**src/hdl/pwbs_pkg.sv**
```systemverilog
// Shared types, constants and duration scaling for the pulse-width bit serializer.
`timescale 1ns / 1ps
`default_nettype none

package pwbs_pkg;

    // Width of the four bit-timing registers
    localparam int TIMING_BITS = 16;
    localparam int TIME_BITS   = 30;
    localparam int PROD_BITS   = TIMING_BITS + 14;
    localparam logic [TIME_BITS-1:0] TIME_MAX = {TIME_BITS{1'b1}};

    // Configuration register indexes
    localparam logic [2:0] REG_ZERO_HIGH = 3'd0;
    localparam logic [2:0] REG_ZERO_LOW  = 3'd1;
    localparam logic [2:0] REG_ONE_HIGH  = 3'd2;
    localparam logic [2:0] REG_ONE_LOW   = 3'd3;
    localparam logic [2:0] REG_UNIT      = 3'd4;
    localparam logic [2:0] REG_CAL       = 3'd5;

    // Time unit codes
    localparam logic [1:0] UNIT_MS      = 2'd0;
    localparam logic [1:0] UNIT_US      = 2'd1;
    localparam logic [1:0] UNIT_100NS   = 2'd2;
    localparam logic [1:0] UNIT_INVALID = 2'd3;

    // Request codes
    localparam logic REQ_LOAD = 1'b0;
    localparam logic REQ_TICK = 1'b1;

    // Pin phase codes
    localparam logic [1:0] PH_IDLE = 2'd0;
    localparam logic [1:0] PH_HIGH = 2'd1;
    localparam logic [1:0] PH_LOW  = 2'd2;

    // Reset values of the registers
    localparam logic [TIMING_BITS-1:0] RST_ZERO_HIGH = TIMING_BITS'(4);
    localparam logic [TIMING_BITS-1:0] RST_ZERO_LOW  = TIMING_BITS'(8);
    localparam logic [TIMING_BITS-1:0] RST_ONE_HIGH  = TIMING_BITS'(8);
    localparam logic [TIMING_BITS-1:0] RST_ONE_LOW   = TIMING_BITS'(4);
    localparam logic [1:0]             RST_UNIT      = UNIT_100NS;
    localparam logic [7:0]             RST_CAL       = 8'd0;

    localparam logic [3:0] BITS_PER_BYTE = 4'd8;

    // One classified item handed from the front to the back
    typedef struct packed {
        logic       is_tick;
        logic [7:0] data;
        logic       last;
    } t_item;

    // Phase lengths in 100 ns ticks, ready for the back end
    typedef struct packed {
        logic [TIME_BITS-1:0] zero_high;
        logic [TIME_BITS-1:0] zero_low;
        logic [TIME_BITS-1:0] one_high;
        logic [TIME_BITS-1:0] one_low;
    } t_durations;

    // Scale a duration into ticks: unit multiply, calibrated subtract or one for an invalid unit,
    // then raise zero to one and saturate
    function automatic logic [TIME_BITS-1:0] ticks_for(
        input logic [TIMING_BITS-1:0] v,
        input logic [1:0]             unit,
        input logic [7:0]             cal
    );
        logic [PROD_BITS-1:0]   d;
        logic [TIMING_BITS-1:0] cal_w;
        logic [TIME_BITS-1:0]   r;
        cal_w = TIMING_BITS'(cal);
        unique case (unit)
            UNIT_MS:    d = PROD_BITS'(v) * PROD_BITS'(10000);
            UNIT_US:    d = PROD_BITS'(v) * PROD_BITS'(10);
            UNIT_100NS: d = (v > cal_w) ? PROD_BITS'(v - cal_w) : '0;
            default:    d = PROD_BITS'(1);
        endcase
        if (d == '0) begin
            r = TIME_BITS'(1);
        end else if (d > PROD_BITS'(TIME_MAX)) begin
            r = TIME_MAX;
        end else begin
            r = d[TIME_BITS-1:0];
        end
        return r;
    endfunction

endpackage

`default_nettype wire

```
**src/hdl/pwbs_cfg.sv**
```systemverilog
// Configuration registers and pre-scaled phase lengths.
`timescale 1ns / 1ps
`default_nettype none

module pwbs_cfg (
    input  wire logic                           i_clk,
    input  wire logic                           i_rst_n,
    input  wire logic                           i_cfg_we,
    input  wire logic [2:0]                     i_cfg_index,
    input  wire logic [pwbs_pkg::TIMING_BITS-1:0] i_cfg_wdata,
    output pwbs_pkg::t_durations                o_dur,
    output logic                                o_unit_invalid
);

    logic [pwbs_pkg::TIMING_BITS-1:0] r_zero_high, r_zero_low, r_one_high, r_one_low;
    logic [1:0]                       r_unit;
    logic [7:0]                       r_cal;
    pwbs_pkg::t_durations             r_dur, n_dur;

    // Register writes
    always_ff @(posedge i_clk) begin
        if (!i_rst_n) begin
            r_zero_high <= pwbs_pkg::RST_ZERO_HIGH;
            r_zero_low  <= pwbs_pkg::RST_ZERO_LOW;
            r_one_high  <= pwbs_pkg::RST_ONE_HIGH;
            r_one_low   <= pwbs_pkg::RST_ONE_LOW;
            r_unit      <= pwbs_pkg::RST_UNIT;
            r_cal       <= pwbs_pkg::RST_CAL;
        end else if (i_cfg_we) begin
            unique case (i_cfg_index)
                pwbs_pkg::REG_ZERO_HIGH: r_zero_high <= i_cfg_wdata;
                pwbs_pkg::REG_ZERO_LOW:  r_zero_low  <= i_cfg_wdata;
                pwbs_pkg::REG_ONE_HIGH:  r_one_high  <= i_cfg_wdata;
                pwbs_pkg::REG_ONE_LOW:   r_one_low   <= i_cfg_wdata;
                pwbs_pkg::REG_UNIT:      r_unit      <= i_cfg_wdata[1:0];
                pwbs_pkg::REG_CAL:       r_cal       <= i_cfg_wdata[7:0];
                default: ;
            endcase
        end
    end

    // Scaled lengths, registered in the cycle after the registers change
    always_comb begin
        n_dur.zero_high = pwbs_pkg::ticks_for(r_zero_high, r_unit, r_cal);
        n_dur.zero_low  = pwbs_pkg::ticks_for(r_zero_low,  r_unit, r_cal);
        n_dur.one_high  = pwbs_pkg::ticks_for(r_one_high,  r_unit, r_cal);
        n_dur.one_low   = pwbs_pkg::ticks_for(r_one_low,   r_unit, r_cal);
    end

    always_ff @(posedge i_clk) begin
        if (!i_rst_n) begin
            r_dur.zero_high <= pwbs_pkg::ticks_for(pwbs_pkg::RST_ZERO_HIGH,
                                                   pwbs_pkg::RST_UNIT, pwbs_pkg::RST_CAL);
            r_dur.zero_low  <= pwbs_pkg::ticks_for(pwbs_pkg::RST_ZERO_LOW,
                                                   pwbs_pkg::RST_UNIT, pwbs_pkg::RST_CAL);
            r_dur.one_high  <= pwbs_pkg::ticks_for(pwbs_pkg::RST_ONE_HIGH,
                                                   pwbs_pkg::RST_UNIT, pwbs_pkg::RST_CAL);
            r_dur.one_low   <= pwbs_pkg::ticks_for(pwbs_pkg::RST_ONE_LOW,
                                                   pwbs_pkg::RST_UNIT, pwbs_pkg::RST_CAL);
        end else begin
            r_dur <= n_dur;
        end
    end

    assign o_dur          = r_dur;
    assign o_unit_invalid = (r_unit == pwbs_pkg::UNIT_INVALID);

endmodule

`default_nettype wire

```
**src/hdl/pwbs_front.sv**
```systemverilog
// Input side: accepts transactions, classifies them and queues them for the back end.
`timescale 1ns / 1ps
`default_nettype none

module pwbs_front (
    input  wire logic       i_clk,
    input  wire logic       i_rst_n,
    input  wire logic       i_in_valid,
    output logic            o_in_stall,
    input  wire logic       i_req_type,
    input  wire logic [7:0] i_byte_value,
    input  wire logic       i_last_byte,
    output logic            o_q_valid,
    output pwbs_pkg::t_item o_q_item,
    input  wire logic       i_q_pop
);

    pwbs_pkg::t_item r_mem [2];
    logic [1:0]      r_count, n_count;
    logic            r_wr_ptr, r_rd_ptr;
    logic            w_push;
    pwbs_pkg::t_item w_item;

    // Classify the incoming request
    always_comb begin
        w_item.is_tick = (i_req_type == pwbs_pkg::REQ_TICK);
        w_item.data    = i_byte_value;
        w_item.last    = i_last_byte;
    end

    assign o_in_stall = (r_count == 2'd2);
    assign w_push     = i_in_valid && !o_in_stall;

    // Queue storage
    always_ff @(posedge i_clk) begin
        if (w_push) begin
            r_mem[r_wr_ptr] <= w_item;
        end
    end

    // Queue pointers and fill count
    always_comb begin
        n_count = r_count;
        if (w_push && !i_q_pop) begin
            n_count = r_count + 2'd1;
        end else if (!w_push && i_q_pop) begin
            n_count = r_count - 2'd1;
        end
    end

    always_ff @(posedge i_clk) begin
        if (!i_rst_n) begin
            r_count  <= 2'd0;
            r_wr_ptr <= 1'b0;
            r_rd_ptr <= 1'b0;
        end else begin
            r_count <= n_count;
            if (w_push) r_wr_ptr <= !r_wr_ptr;
            if (i_q_pop) r_rd_ptr <= !r_rd_ptr;
        end
    end

    assign o_q_valid = (r_count != 2'd0);
    assign o_q_item  = r_mem[r_rd_ptr];

endmodule

`default_nettype wire

```
**src/hdl/pwbs_back.sv**
```systemverilog
// Back end: bit sequencer, holding buffer and registered result.
`timescale 1ns / 1ps
`default_nettype none

module pwbs_back (
    input  wire logic                 i_clk,
    input  wire logic                 i_rst_n,
    input  wire logic                 i_q_valid,
    input  wire pwbs_pkg::t_item      i_q_item,
    output logic                      o_q_pop,
    input  wire pwbs_pkg::t_durations i_dur,
    input  wire logic                 i_unit_invalid,
    output logic                      o_out_valid,
    input  wire logic                 i_out_stall,
    output logic                      o_pin_level,
    output logic                      o_buffer_ready,
    output logic                      o_busy_res,
    output logic                      o_transfer_done,
    output logic                      o_byte_rejected
);

    localparam int TB = pwbs_pkg::TIME_BITS;

    logic [7:0]    r_shift, n_shift;
    logic [3:0]    r_bits, n_bits;
    logic [1:0]    r_phase, n_phase;
    logic [TB-1:0] r_time, n_time;
    logic          r_cur_last, n_cur_last;
    logic [7:0]    r_held, n_held;
    logic          r_held_valid, n_held_valid;
    logic          r_held_last, n_held_last;
    logic          w_done, w_rejected, w_busy;
    logic [TB-1:0] w_time_dec;
    logic [3:0]    w_bits_dec;
    logic [7:0]    w_shift_next;

    logic r_out_valid, r_pin, r_ready, r_busy, r_done, r_rej;

    // Take an item whenever the result register is free or draining
    assign o_q_pop = i_q_valid && (!r_out_valid || !i_out_stall);

    // Next state for one transaction
    always_comb begin
        n_shift      = r_shift;
        n_bits       = r_bits;
        n_phase      = r_phase;
        n_time       = r_time;
        n_cur_last   = r_cur_last;
        n_held       = r_held;
        n_held_valid = r_held_valid;
        n_held_last  = r_held_last;
        w_done       = 1'b0;
        w_rejected   = 1'b0;
        w_busy       = (r_phase == pwbs_pkg::PH_HIGH) || (r_phase == pwbs_pkg::PH_LOW);
        w_time_dec   = (r_time != '0) ? r_time - TB'(1) : r_time;
        w_bits_dec   = (r_bits != 4'd0) ? r_bits - 4'd1 : r_bits;
        w_shift_next = {r_shift[6:0], 1'b0};

        if (!i_q_item.is_tick) begin
            // Byte load
            if (i_unit_invalid || r_held_valid) begin
                w_rejected = 1'b1;
            end else if (w_busy) begin
                n_held       = i_q_item.data;
                n_held_last  = i_q_item.last;
                n_held_valid = 1'b1;
            end else begin
                n_held     = i_q_item.data;
                n_shift    = i_q_item.data;
                n_cur_last = i_q_item.last;
                n_bits     = pwbs_pkg::BITS_PER_BYTE;
                n_phase    = pwbs_pkg::PH_HIGH;
                n_time     = i_q_item.data[7] ? i_dur.one_high : i_dur.zero_high;
            end
        end else if (w_busy) begin
            // Tick while a bit is being timed
            n_time = w_time_dec;
            if (w_time_dec == '0) begin
                if (r_phase == pwbs_pkg::PH_HIGH) begin
                    n_phase = pwbs_pkg::PH_LOW;
                    n_time  = r_shift[7] ? i_dur.one_low : i_dur.zero_low;
                end else begin
                    n_shift = w_shift_next;
                    n_bits  = w_bits_dec;
                    if (w_bits_dec != 4'd0) begin
                        n_phase = pwbs_pkg::PH_HIGH;
                        n_time  = w_shift_next[7] ? i_dur.one_high : i_dur.zero_high;
                    end else begin
                        w_done     = r_cur_last;
                        n_cur_last = 1'b0;
                        if (r_held_valid) begin
                            n_shift      = r_held;
                            n_cur_last   = r_held_last;
                            n_held_valid = 1'b0;
                            n_bits       = pwbs_pkg::BITS_PER_BYTE;
                            n_phase      = pwbs_pkg::PH_HIGH;
                            n_time       = r_held[7] ? i_dur.one_high : i_dur.zero_high;
                        end else begin
                            n_phase = pwbs_pkg::PH_IDLE;
                            n_time  = '0;
                        end
                    end
                end
            end
        end
    end

    // Sequencer state
    always_ff @(posedge i_clk) begin
        if (!i_rst_n) begin
            r_shift      <= 8'd0;
            r_bits       <= 4'd0;
            r_phase      <= pwbs_pkg::PH_IDLE;
            r_time       <= '0;
            r_cur_last   <= 1'b0;
            r_held_valid <= 1'b0;
            r_held_last  <= 1'b0;
        end else if (o_q_pop) begin
            r_shift      <= n_shift;
            r_bits       <= n_bits;
            r_phase      <= n_phase;
            r_time       <= n_time;
            r_cur_last   <= n_cur_last;
            r_held_valid <= n_held_valid;
            r_held_last  <= n_held_last;
        end
    end

    // Holding buffer data
    always_ff @(posedge i_clk) begin
        if (o_q_pop) begin
            r_held <= n_held;
        end
    end

    // Result register
    always_ff @(posedge i_clk) begin
        if (!i_rst_n) begin
            r_out_valid <= 1'b0;
        end else if (o_q_pop) begin
            r_out_valid <= 1'b1;
        end else if (!i_out_stall) begin
            r_out_valid <= 1'b0;
        end
    end

    always_ff @(posedge i_clk) begin
        if (o_q_pop) begin
            r_pin   <= (n_phase == pwbs_pkg::PH_HIGH);
            r_ready <= !n_held_valid;
            r_busy  <= (n_phase == pwbs_pkg::PH_HIGH) || (n_phase == pwbs_pkg::PH_LOW);
            r_done  <= w_done;
            r_rej   <= w_rejected;
        end
    end

    assign o_out_valid     = r_out_valid;
    assign o_pin_level     = r_pin;
    assign o_buffer_ready  = r_ready;
    assign o_busy_res      = r_busy;
    assign o_transfer_done = r_done;
    assign o_byte_rejected = r_rej;

endmodule

`default_nettype wire

```
**src/hdl/pulse_width_bit_serializer.sv**
```systemverilog
// Top level of the pulse-width bit serializer.
//
//  channel  direction  handshake              payload
//  in       input      i_in_valid/o_in_stall  i_req_type, i_byte_value, i_last_byte
//  out      output     o_out_valid/i_out_stall o_pin_level, o_buffer_ready, o_busy_res,
//                                             o_transfer_done, o_byte_rejected
//  cfg      input      i_cfg_we               i_cfg_index, i_cfg_wdata
//
// One transaction per cycle in and out unless stalled; results are registered.
// The front queue holds 2 transactions; the back end takes one per cycle unless stalled.
// Scaled phase lengths are registered in the cycle after a configuration write.
// Reset is synchronous and active low; it clears queue, sequencer and result valid.
// A stalled result holds its register; the queue fills and then stalls the input.
`timescale 1ns / 1ps
`default_nettype none

module pulse_width_bit_serializer (
    input  wire logic                             i_clk,
    input  wire logic                             i_rst_n,
    input  wire logic                             i_in_valid,
    output logic                                  o_in_stall,
    input  wire logic                             i_req_type,
    input  wire logic [7:0]                       i_byte_value,
    input  wire logic                             i_last_byte,
    output logic                                  o_out_valid,
    input  wire logic                             i_out_stall,
    output logic                                  o_pin_level,
    output logic                                  o_buffer_ready,
    output logic                                  o_busy_res,
    output logic                                  o_transfer_done,
    output logic                                  o_byte_rejected,
    input  wire logic                             i_cfg_we,
    input  wire logic [2:0]                       i_cfg_index,
    input  wire logic [pwbs_pkg::TIMING_BITS-1:0] i_cfg_wdata
);

    pwbs_pkg::t_item      w_q_item;
    pwbs_pkg::t_durations w_dur;
    logic                 w_q_valid, w_q_pop, w_unit_invalid;

    pwbs_cfg u_cfg (
        .i_clk          (i_clk),
        .i_rst_n        (i_rst_n),
        .i_cfg_we       (i_cfg_we),
        .i_cfg_index    (i_cfg_index),
        .i_cfg_wdata    (i_cfg_wdata),
        .o_dur          (w_dur),
        .o_unit_invalid (w_unit_invalid)
    );

    pwbs_front u_front (
        .i_clk        (i_clk),
        .i_rst_n      (i_rst_n),
        .i_in_valid   (i_in_valid),
        .o_in_stall   (o_in_stall),
        .i_req_type   (i_req_type),
        .i_byte_value (i_byte_value),
        .i_last_byte  (i_last_byte),
        .o_q_valid    (w_q_valid),
        .o_q_item     (w_q_item),
        .i_q_pop      (w_q_pop)
    );

    pwbs_back u_back (
        .i_clk           (i_clk),
        .i_rst_n         (i_rst_n),
        .i_q_valid       (w_q_valid),
        .i_q_item        (w_q_item),
        .o_q_pop         (w_q_pop),
        .i_dur           (w_dur),
        .i_unit_invalid  (w_unit_invalid),
        .o_out_valid     (o_out_valid),
        .i_out_stall     (i_out_stall),
        .o_pin_level     (o_pin_level),
        .o_buffer_ready  (o_buffer_ready),
        .o_busy_res      (o_busy_res),
        .o_transfer_done (o_transfer_done),
        .o_byte_rejected (o_byte_rejected)
    );

    // A byte only waits in the holding buffer while another is on the pin
    a_held_implies_busy: assert property (@(posedge i_clk) disable iff (!i_rst_n)
        o_out_valid |-> (o_buffer_ready || o_busy_res))
        else $error("holding buffer full while sequencer idle");

    // The pin is only driven high during a bit
    a_pin_implies_busy: assert property (@(posedge i_clk) disable iff (!i_rst_n)
        (o_out_valid && o_pin_level) |-> o_busy_res)
        else $error("pin high outside a bit");

    // A transaction cannot both end a transfer and be a refused load
    a_done_not_rejected: assert property (@(posedge i_clk) disable iff (!i_rst_n)
        o_out_valid |-> !(o_transfer_done && o_byte_rejected))
        else $error("done and rejected in one result");

    // Transfer end leaves the pin low unless the sequencer is busy with a held byte
    a_done_pin_low: assert property (@(posedge i_clk) disable iff (!i_rst_n)
        (o_out_valid && o_transfer_done) |-> !o_pin_level || o_busy_res)
        else $error("pin high after transfer end while idle");

endmodule

`default_nettype wire
```
**config.mk**
```make
export PLATFORM = sky130hd
export DESIGN_NAME = pulse_width_bit_serializer
export DESIGN_NICKNAME = d
export VERILOG_FILES = /design/src/hdl/pwbs_pkg.sv /design/src/hdl/pwbs_cfg.sv /design/src/hdl/pwbs_front.sv /design/src/hdl/pwbs_back.sv /design/src/hdl/pulse_width_bit_serializer.sv
export SDC_FILE = /design/constraint.sdc
export NUM_CORES = 2
export LEC_CHECK = 0
export BUFFER_PORTS_ARGS = -buffer_cell sky130_fd_sc_hd__buf_4
export CAP_MARGIN = 40
export CORE_UTILIZATION = 40
export DETAILED_ROUTE_END_ITERATION = 10
export PLACE_DENSITY = 0.63
export SETUP_SLACK_MARGIN = 0.02
export SLEW_MARGIN = 20
export SYNTH_ARGS = -nofsm -noshare
export SYNTH_HDL_FRONTEND = slang
export SYNTH_HIERARCHICAL = 1
export SYNTH_SLANG_ARGS = --single-unit
```
**constraint.sdc**
```tcl
create_clock -name i_clk -period 6.3 [get_ports i_clk]
set_clock_uncertainty 0.2 [all_clocks]
set_input_delay 1.89 -clock i_clk [delete_from_list [all_inputs] [get_ports i_clk]]
set_output_delay 1.89 -clock i_clk [all_outputs]
set_load 0.03 [all_outputs]
```
==> flow_summary.ini <==
[detailed_routing]
drt_iter0_markers = 2264
routed_wl_mm = 102
wl_per_cell_um = 21.2
ant_nets = 0
drt_pass1_iterations = 8
viasPerCell = 5.82
dr_total_vias = 27900
drc = 0

[worst_setup_path]
cp.arrival_ps = 6060
critPathMaxFanout = 7
cp-end-kind = flip-flop
critical_path_class = reg -> reg
required_ps = 6540
cp-start-kind = flip-flop

[pwr]
p_leak_nw = 15.7
irDropWorstVdd_uv = 198
total_power_mw = 8.21
power.density_nw_per_um2 = 242

[global_route]
grt_max_degree = 63
grt_util_met1 = 0.360
gr-total-overflow = 0
track_usage = 0.255
grt_most_used_layer = met2
grt_pass1_vias = 26500
gr-usage-met3 = 0.0364
antenna_found_initial = 2
use_met2 = 0.397
grt_pass1_wl_mm = 156

[yosys]
ys_seq_area_frac = 0.191
postSynthCellCount = 3752
synth_top_area_frac = 0.188
synth_top_area_cell = ha_1
syn_area_per_cell_um2 = 8.26
syn_area_um2 = 31000
ys_types = 101
ys_warn_count = 6
synth_edf_count = 33
synth_area_leaders = ha_1, dfxtp_1, fa_1, mux2i_1, a21oi_1
ys.flop_type = dfxtp_1
async_flop_share = 0
ys_ff_latch = 280
syn-num-nets = 4402

[die]
die_h_um = 280
die_area_um2 = 78600
ios = 41
row_count = 101
initial_core_util = 0.406
core_region_area_um2 = 76300
die_x_um = 280

[place]
placed_cell_area_um2 = 32600
dp_hpwl_mm = 80.0
gp_routability_congestion = 0.983
io_buffer_count = 40

[clocking]
postCtsSetupBuffers = 0
clk_pin_slew_ps = 60
clock_sinks = 280
clock_latency_ps = 570
holdBufCountCts = 0
numCtsBuffers = 35
cts.repair.resized = 0
htree_levels = 2
cts_tree = done
ctsLongestPathBuffers = 3
clock_tree.root_cell = clkbuf_16

[run_status]
outcome = completed

[cells_and_area]
syn2layout_area_growth_pct = 9.17
drive_above_1_share = 0.0645
layout_commonest_cell = ha_1
final_cell_mix = ha_1, nand2_1, inv_1
nets = 4393
final_cell_area_um2 = 33800

[sta]
slew_violations = 0
min_period_ps = 5820
setup_viol = 0
rsz0062_at_grt = no
fin_tns_setup_ps = 0
hold_viol = 0
tightest_slew_ps = 960
max_freq_mhz = 172
finalCritPeriodShare = 0.924
max_slew_margin = 0.358

[hold_path]
min_path_type = reg -> reg

[flow_run]
drv_cap = 0
## per-stage QoR
step                 util  hold slack (ps)  std cells  setup WS (ps)
floorplan               -              236       3752            883
global placement    0.426              241       4727            515
detailed placement  0.427              248       4735            466
CTS                 0.443              257       4797            456
global route        0.443              275       4798           24.2
finish              0.443              255       4800            482
## synthesized netlist by cell type, types with 22 or more instances
cell	n
nor4_1	24
and3_1	41
inv_1	342
and2_1	46
mux2i_1	149
a21oi_1	289
nor2b_1	26
nand2_1	378
o22ai_1	41
nor3_1	56
clkbuf_1	139
a21o_1	57
nand4_1	47
edfxtp_1	33
xnor2_1	89
o21ai_0	157
a31oi_1	42
a221oi_1	22
fa_1	149
dfxtp_1	247
xor2_1	60
o21a_1	28
nand3_1	77
o211ai_1	53
nor2_1	262
a211oi_1	39
nand2b_1	22
or3_1	23
ha_1	467
## final cells by class
class,count,area [µm²]
antenna,2,5.00
clock buffer,48,1020
clock inverter,14,221
fill,7663,42500
inverter,344,1290
multi-input combinational,2953,23100
sequential,280,5940
tap,1030,1290
timing repair buffer,129,997
## cell families after synthesis
kind of cell,Yosys count,share of synthesized area
buffers and inverters,519,0.0647
AO/OA/AOI/OAI,938,0.196
flip-flops,280,0.191
AND/OR/NAND/NOR,1089,0.169
adder cells (fa/ha/maj),616,0.285
multiplexers,161,0.0525
XOR/XNOR,149,0.0421
## metal layers
layer	wire, µm	vias to the layer above
li1	-	13400
met1	46600	13300
met2	44200	1036
met3	7680	187
met4	3360	0
met5	0	-
## registers in the layout, summed over array words and instances, names as in the netlist, 16 cells and up, named ones only
name,count
u_front/r_mem,20
u_cfg/r_one_high,16
u_cfg/r_zero_low,16
u_cfg/r_zero_high,16
u_cfg/o_dur,120
u_cfg/r_one_low,16
u_back/r_time,30
## power breakdown
part / internal, mW / switching, mW
combinational: 1.36 / 2.38
sequential: 2.06 / 0.233
clock: 1.31 / 0.859
## worst paths after layout
check / start / endpoint / slack, ps / depth (start not counted)
setup / recovery: u_cfg/r_zero_high[10] / u_cfg/o_dur[90] / 480 / 19
hold / removal: u_cfg/r_cal[1] / u_cfg/r_cal[1] / 260 / 2
setup reg to reg: u_cfg/r_zero_high[10] / u_cfg/o_dur[90] / 480 / 19
hold reg to reg: u_cfg/r_cal[1] / u_cfg/r_cal[1] / 260 / 2
## worst max-delay path, cell delays in order, from the launching register on
cell,delay (ps)
dfxtp_1,490
inv_1,280
fa_1,570
inv_1,40
ha_1,260
inv_1,50
fa_1,490
inv_1,40
ha_1,280
fa_1,440
ha_1,390
a21oi_1,300
a21boi_0,150
a211oi_1,380
a21oi_1,120
o21ai_0,270
nand4_1,120
nor4_1,300
nand4_1,140
o41ai_1,400
Power figures use the tool's default switching activity.
